**config.mk**
```make
export PLATFORM = sky130hd
export DESIGN_NAME = vt4_matrix
export DESIGN_NICKNAME = d
export VERILOG_FILES = /design/src/sv/vt4_pkg.sv /design/src/sv/vt4_matrix.sv
export SDC_FILE = /design/constraint.sdc
export NUM_CORES = 1
export LEC_CHECK = 0
export BUFFER_PORTS_ARGS = -buffer_cell sky130_fd_sc_hd__buf_2
export CAP_MARGIN = 15
export CORE_ASPECT_RATIO = 0.6
export CORE_MARGIN = 2
export CORE_UTILIZATION = 27
export CTS_BUF_LIST = sky130_fd_sc_hd__clkbuf_4 sky130_fd_sc_hd__clkbuf_8
export DETAILED_ROUTE_END_ITERATION = 10
export GPL_ROUTABILITY_DRIVEN = 0
export PLACE_DENSITY = 0.54
export SKIP_CTS_REPAIR_TIMING = 1
export SLEW_MARGIN = 20
export SYNTH_ARGS = -nofsm -noshare
export SYNTH_HDL_FRONTEND = slang
export SYNTH_SLANG_ARGS = --single-unit
```
**constraint.sdc**
```tcl
create_clock -name clk_i -period 2 [get_ports clk_i]
set_input_delay 0.2 -clock clk_i [delete_from_list [all_inputs] [get_ports clk_i]]
set_output_delay 0.2 -clock clk_i [all_outputs]
set_load 0.1 [all_outputs]
```
**src/sv/vt4_pkg.sv**
```systemverilog
// Package for the 4x4 homogeneous vertex transform unit.
// Holds the fixed-point format, the word widths, the operation codes and the shared types.
// No dependencies.
`default_nettype none

package vt4_pkg;

  // Fraction bits of the signed fixed-point coefficient and coordinate format.
  localparam int FRAC_BITS = 16;

  localparam int DATA_W  = 32;
  localparam int NUM_ROW = 4;
  localparam int NUM_COL = 4;
  localparam int NUM_COEF = NUM_ROW * NUM_COL;
  localparam int IDX_W   = $clog2(NUM_COEF);
  localparam int OPD_N   = 3;            // x, y and z operands
  localparam int PROD_W  = 2 * DATA_W;   // full-precision product
  localparam int SUM_W   = PROD_W + 2;   // three products plus translation

  typedef logic signed [DATA_W-1:0] coef_t;
  typedef logic signed [PROD_W-1:0] prod_t;
  typedef logic signed [SUM_W-1:0]  sum_t;

  // The value one in the fixed-point format.
  localparam coef_t COEF_ONE = coef_t'(64'(1) << FRAC_BITS);

  typedef enum logic [1:0] {
    OP_LOAD   = 2'd0,
    OP_POINT  = 2'd1,
    OP_VECTOR = 2'd2
  } op_e;

endpackage

`default_nettype wire

```
**src/sv/vt4_matrix.sv**
```systemverilog
// Coefficient store of the vertex transform unit: sixteen registers, identity after reset.
// One coefficient is written per cycle; all sixteen are read in parallel.
// Depends on vt4_pkg.
`default_nettype none

module vt4_matrix (
  input  wire logic                      clk_i,
  input  wire logic                      rst_ni,
  input  wire logic                      wr_en_i,
  input  wire logic [vt4_pkg::IDX_W-1:0] wr_index_i,
  input  wire vt4_pkg::coef_t            wr_value_i,
  output vt4_pkg::coef_t                 coef_o [vt4_pkg::NUM_COEF]
);

  vt4_pkg::coef_t coef_q [vt4_pkg::NUM_COEF];

  // Reset restores the identity: one on the diagonal, zero elsewhere.
  always_ff @(posedge clk_i or negedge rst_ni) begin
    if (!rst_ni) begin
      for (int i = 0; i < vt4_pkg::NUM_COEF; i++) begin
        coef_q[i] <= ((i / vt4_pkg::NUM_COL) == (i % vt4_pkg::NUM_COL)) ?
                     vt4_pkg::COEF_ONE : '0;
      end
    end else if (wr_en_i) begin
      coef_q[wr_index_i] <= wr_value_i;
    end
  end

  assign coef_o = coef_q;

endmodule

`default_nettype wire

```
==> results by group, run 1 <==
Outcome
  • Outcome: finished, final reports clean

Clocking
  • CTS buffer count: 80
  • Clock transition time at the flip-flop clock pins of the worst setup and hold paths: 60 ps
  • Sink count of the clock tree: 512
  • H-Tree Level Count: 3
  • Cell at the root of the clock tree: sky130_fd_sc_hd__clkbuf_8
  • Deepest clock path buffer count: 3
  • Clock tree from TritonCTS: yes
  • Clock latency reported for the late side of the worst-skew pair: approximately 640 ps

GRT
  • Number of global-route vias before repair: around 13000
  • Initial antenna violation count: 3
  • Largest net degree at the start of global routing: 87
  • Total gr overflow: 0
  • Global-route wire length before repair: 91100 um
  • Total GRT Usage: about 17%

Synth
  • Area contributors post-synth: sky130_fd_sc_hd__dfrtp_1 (67%), sky130_fd_sc_hd__mux2_2 (30%), sky130_fd_sc_hd__buf_2 (1.1%)
  • Post-synthesis sequential element count: 512
  • Leading cell type by number of instances after synthesis: sky130_fd_sc_hd__dfrtp_1
  • Portion of the post-synthesis area used by sequential elements: 67.1%
  • Cell area after technology mapping: 19100 um^2
  • Number of flops mapped to enable cells by yosys: 0
  • Most common flop cell mapped by yosys: sky130_fd_sc_hd__dfrtp_1
  • Library cell with the largest summed area after synthesis: sky130_fd_sc_hd__dfrtp_1
  • Count of yosys warnings during synthesis: 0
  • Number of unique standard cell types used by synthesis: 16
  • Top cell type's share of synthesized area: 66.5%
  • Net Count, Synth: 1172
  • Mean instance size in the synthesized netlist: 16.9 um^2
  • Async set-reset flop share out of synthesis: 100%
  • Most common library cells after synthesis: sky130_fd_sc_hd__dfrtp_1 (508), sky130_fd_sc_hd__mux2_2 (502), sky130_fd_sc_hd__buf_2 (42), sky130_fd_sc_hd__clkbuf_1 (37)
  • Count of mapped cells out of synthesis: approximately 1100

Finish
  • Layout cells sized above 1: 70.7%
  • Number of flip-flops under the largest register name: between 500 and 600
  • Area added between synthesis and finish: 31.8%
  • Summed area of non-filler cells in the final layout: 25200 um^2
  • Final #Nets: approximately 1800

Drt
  • Via count normalized by instance count: 4.44
  • ANT nets after route: 0
  • DRT Wirelength: 62300 um
  • Total via count after detailed routing: 12100
  • Number of DRC violations after detailed-routing iteration 0: 569
  • DRC violations left: 0
  • Average routed wire per standard cell: 22.9 um
  • Detailed Routing Iterations Pass 1: 4

Setup path
  • Endpoint required time on the critical path: 1800 ps
  • Critical path start-end classification: reg2out
  • Depth of the worst register-to-register path: 1
  • Setup slack on the worst flop-to-flop path: 1190 ps
  • Kind of start point of the critical path: register
  • Cell type group with the largest total delay on the critical path: flip-flops
  • Crit Reg-Reg Endpoint: coef_o[397]
  • Delay of the slowest cell on the worst path: 540 ps
  • Standard cell with the maximum stage delay on the critical path: sky130_fd_sc_hd__dfstp_2
  • Endpoint arrival time on the critical path: 1630 ps
  • Critical-path maximum fanout: 2
  • Critical path, cell by cell: buf_2
  • Launching point of the worst reg2reg path: coef_o[397]
  • Buf+Inv Stages, Crit Path: 1
  • Critical Path Sink Type: primary output

Die
  • Site Rows: 75
  • Core box area: 69900 um^2
  • Height of the die: 210 um
  • Die Area: around 73000 um^2
  • Effective utilization at floorplan: 27.3%
  • IO Pins: about 550
  • Chip Width: 347 um

Timing
  • Clock tree skew after final layout: 0 ps
  • Total Neg Setup Slack: 0 ps
  • Achievable Freq: 546 MHz
  • Period utilisation layout: between 90% and 100%
  • Slew HR: 59.4%
  • Final-report hold violation count: 0
  • Setup repair after global routing missed its margin: no
  • Final number of setup-violating endpoints: 0
  • Final min period: 1830 ps
  • Max-slew violations: 0
  • Transition at the pin with the smallest max-transition slack: just over 600 ps

Job
  • Max-capacitance violation count: 0

Hold path
  • Worst hold path type: in2reg
  • Sink of the worst hold path: coef_o[371]
  • Hold wc startpoint: wr_value_i[19]
  • Hold Crit Depth: 2

Placement
  • Post-placement cell area: 23400 um^2
  • IO buf count: 550
  • Sum of net half-perimeters after detailed placement: 43400 um
[kinds of logic (layout without fill, tap and decap cells)]
kind of cell | after synthesis | in the layout | synth area share [%]
simple gates | 24 | 24 | 0.675
buf+inv | 85 | 749 | 2.06
other cells | 0 | 1 | 0
flops | 512 | 512 | 67.1
mux | 512 | 512 | 30.2
[placed cells by master, fill, tap and decap left out, drive strengths merged, types with 2 or more instances in the layout]
cell type / n
buf: 606
mux2: 512
dfrtp: 508
clkbuf: 124
nor2: 10
clkinv: 10
dfstp: 4
nand2b: 4
nand3b: 3
bufinv: 3
inv: 3
or3: 2
clkinvlp: 2
nand2: 2
[area by class of cell]
type                    instances  area [um^2]
repair buffers                607         3480
clock inverters                18          193
multi-input cells             536         5980
clock buffers                 124         1560
flip-flops and latches        512        12800
fillers                      6771        44700
well taps                     924         1160
diodes                          1         2.50
[worst max-delay path by stage]
stage	start	to	slack (ps)	cells after the start
global placement	wr_index_i[3]	coef_o[378]	290	5
floorplan	wr_index_i[3]	coef_o[355]	560	5
CTS	coef_o[16]	coef_o[16]	50	1
global route	coef_o[16]	coef_o[16]	60	1
finish	coef_o[16]	coef_o[16]	170	1
detailed placement	wr_index_i[3]	coef_o[378]	240	5
[per-layer routing]
| layer | vias up | global-route usage [%] | wire length (um) | part of all wire (%) |
|---|---|---|---|---|
| li1 | 5208 | - | - | - |
| met2 | 342 | 26.6 | 28500 | 46 |
| met5 | - | 0 | 0 | 0 |
| met3 | 84 | 5.08 | 3980 | 6.4 |
| met4 | 0 | 4.18 | 1010 | 1.6 |
| met1 | 6439 | 23.0 | 28800 | 46 |
[through the flow]
step,utilization [%],hold WS (ps),worst slack [ps],cells
2_1_floorplan,-,-95.6,565,1133
3_3_place_gp,33.5,81.9,293,2577
3_5_place_dp,33.5,81.0,243,2577
4_1_cts,36.0,-693,48.4,2719
5_1_grt,36.0,20.9,55.2,2722
6_report,36.0,76.6,168,2722
Power of run 1 is left out: the tool's default activity adds up to more than one toggle a clock period on the data nets, which glitch-free logic cannot reach.
==> run 2: changes to the inputs <==
==> constraint.sdc (replaced) <==
create_clock -name clk_i -period 2.4 [get_ports clk_i]
set_input_delay 0.24 -clock clk_i [delete_from_list [all_inputs] [get_ports clk_i]]
set_output_delay 0.24 -clock clk_i [all_outputs]
set_load 0.1 [all_outputs]
==> run 2 against run 1 <==
Effect of this change:
- hold slack gained 27 ps
- final area shrank 0.43%
- count of clock-buffer cells in the layout up 1
- first-iteration DRC count shrank 7.9%
- wire length decreased by 0.20%
- final cell count about the same
- global-route usage is 0.13 points lower
- worst setup slack improved by 260 ps
- sequential share of layout area rose by 0.22 points
- via count increased by 0.58%
- clock skew unchanged
==> results by group, run 2 (same netlist as run 1, synthesis figures left out) <==
Finish
  • Final #Nets: 1775 (was 1776)
  • Layout cells sized above 1: 70.7% (about the same)
  • Most frequent standard cell in the layout excluding fill and tap cells: sky130_fd_sc_hd__buf_2 (unchanged)
  • Non-filler cells in the finished layout: 2724 (was 2722)
  • Number of flip-flops under the largest register name: 512 (unchanged)
  • Area added between synthesis and finish: 31.3% (was 31.8%)
  • Commonest cells after routing, fill and taps aside: sky130_fd_sc_hd__buf_2 (549), sky130_fd_sc_hd__dfrtp_1 (508), sky130_fd_sc_hd__mux2_2 (502) (unchanged)
  • Number of fill cells in the layout: 6827 (was 6771)

Timing
  • Clock tree skew after final layout: 0 ps (unchanged)
  • Period utilisation layout: 82.2%
  • Achievable Freq: 507 MHz
  • Final-report hold violation count: 0 (unchanged)
  • Final number of setup-violating endpoints: 0 (unchanged)
  • Max-slew violations: 0 (unchanged)
  • Total Neg Setup Slack: 0 ps (unchanged)
  • Setup repair after global routing missed its margin: no (unchanged)
  • Slew HR: 47.2% (was 59.4%)
  • Final min period: around 2000 ps
  • Transition at the pin with the smallest max-transition slack: 791 ps (was 608 ps)

Setup path
  • Critical path launch point: coef_o[16] (unchanged)
  • Kind of start point of the critical path: register (unchanged)
  • Critical path, cell by cell: buf_2 (unchanged)
  • End of the critical path: coef_o[16] (unchanged)
  • Depth of the worst register-to-register path: 1 (unchanged)
  • Critical Path Stages: 1 (unchanged)
  • Critical Path Sink Type: primary output (unchanged)
  • Setup slack on the worst flop-to-flop path: 1560 ps (was 1190 ps)
  • Delay of the slowest cell on the worst path: 620 ps (was 540 ps)
  • Critical-path maximum fanout: 2 (unchanged)
  • Endpoint arrival time on the critical path: 1730 ps (was 1630 ps)
  • Launching point of the worst reg2reg path: coef_o[16] (was coef_o[397])
  • Cell type group with the largest total delay on the critical path: flip-flops (unchanged)
  • Endpoint required time on the critical path: 2160 ps (was 1800 ps)
  • Buf+Inv Stages, Crit Path: 1 (unchanged)
  • Standard cell with the maximum stage delay on the critical path: sky130_fd_sc_hd__dfstp_2 (unchanged)
  • Crit Reg-Reg Endpoint: coef_o[16] (was coef_o[397])
  • Critical path start-end classification: reg2out (unchanged)

GRT
  • Initial antenna violation count: 5 (was 3)
  • Global-route wire length before repair: 90500 um (was 91100 um)
  • Total GRT Usage: 16.8% (was 17.0%)
  • Total gr overflow: 0 (unchanged)
  • Number of global-route vias before repair: 13100 (about the same)
  • Largest net degree at the start of global routing: 77 (was 87)

Die
  • Height of the die: 210 um (unchanged)
  • Effective utilization at floorplan: 27.3% (unchanged)
  • Core box area: 69900 um^2 (unchanged)
  • Site Rows: 75 (unchanged)
  • Chip Width: 347 um (unchanged)
  • Die Area: 73000 um^2 (unchanged)
  • IO Pins: 551 (unchanged)

Clocking
  • Deepest clock path buffer count: 3 (unchanged)
  • Sink count of the clock tree: 512 (unchanged)
  • Cell at the root of the clock tree: sky130_fd_sc_hd__clkbuf_8 (unchanged)
  • Clock transition time at the flip-flop clock pins of the worst setup and hold paths: 60 ps (about the same)
  • Clock tree from TritonCTS: yes (unchanged)
  • CTS buffer count: 81 (was 80)
  • H-Tree Level Count: 3 (unchanged)
  • Clock latency reported for the late side of the worst-skew pair: 660 ps (was 640 ps)

Hold path
  • Worst hold path type: in2reg (unchanged)

Drt
  • Average routed wire per standard cell: 22.8 um (was 22.9 um)
  • Detailed Routing Iterations Pass 1: 4 (unchanged)
  • Via count normalized by instance count: 4.46 (was 4.44)
  • Highest Signal Layer: met4 (unchanged)
  • DRC violations left: 0 (unchanged)
  • Total via count after detailed routing: 12100 (about the same)
  • Sum of routed wire segments on met1: 28500 um (was 28800 um)
  • Met2 routed wirelength: 27700 um (was 28500 um)
  • DRT Wirelength: 62100 um (was 62300 um)
  • ANT nets after route: 0 (unchanged)
  • Met3 wirelength from detailed routing: 4950 um (was 3980 um)
  • Number of DRC violations after detailed-routing iteration 0: 524 (was 569)

Job
  • Max-capacitance violation count: 0 (unchanged)

Placement
  • Number of placed instances with taps included: 2576 (was 2577)
  • IO buf count: 550 (unchanged)
  • Sum of net half-perimeters after detailed placement: 43500 um (was 43400 um)

Outcome
  • Outcome: finished, final reports clean (unchanged)
## run 2: cell types whose count changed in the layout (fill, tap and decap cells not counted), sizes merged
cell,before,now
buf,606,604
clkbuf,124,125
clkinv,10,11
clkinvlp,2,1
inv,3,6
## run 2: layout make-up
cell class                 count  area [um^2]  share of cell area (%)
antenna                        1         2.50                 0.00998
clock buffer                 125         1560                    6.24
clock inverter                21          243                   0.968
multi-input combinational    536         5980                    23.8
sequential                   512        12800                    51.1
tap                          924         1160                    4.61
timing repair buffer         605         3320                    13.2
## run 2: how the worst min path moves through the flow
stage / endpoint / cells past startpoint / from
3_5_place_dp: coef_o[432] / 1 / rst_ni
6_report: coef_o[465] / 2 / wr_value_i[17]
4_1_cts: coef_o[432] / 1 / rst_ni
2_1_floorplan: coef_o[0] / 0 / rst_ni
3_3_place_gp: coef_o[138] / 1 / rst_ni
5_1_grt: coef_o[401] / 2 / wr_value_i[17]
## run 2: metrics by stage
step	hold slack [ps]	instance area (um^2)	setup slack (ps)	util, %
after CTS	-460	25100	326	35.9
after detailed placement	325	23300	477	33.3
after floorplan	-55.6	19100	925	-
after global routing	61.9	25100	328	35.9
after global placement	318	23300	515	33.3
final	103	25100	427	35.9
## run 2: layer usage
metal  vias up  track usage [%]
met2       388             25.4
li1       5188                -
met3        77             5.44
met1      6490             23.3
met5         -                0
met4         0             4.30
Power of run 2 is left out for the same reason.
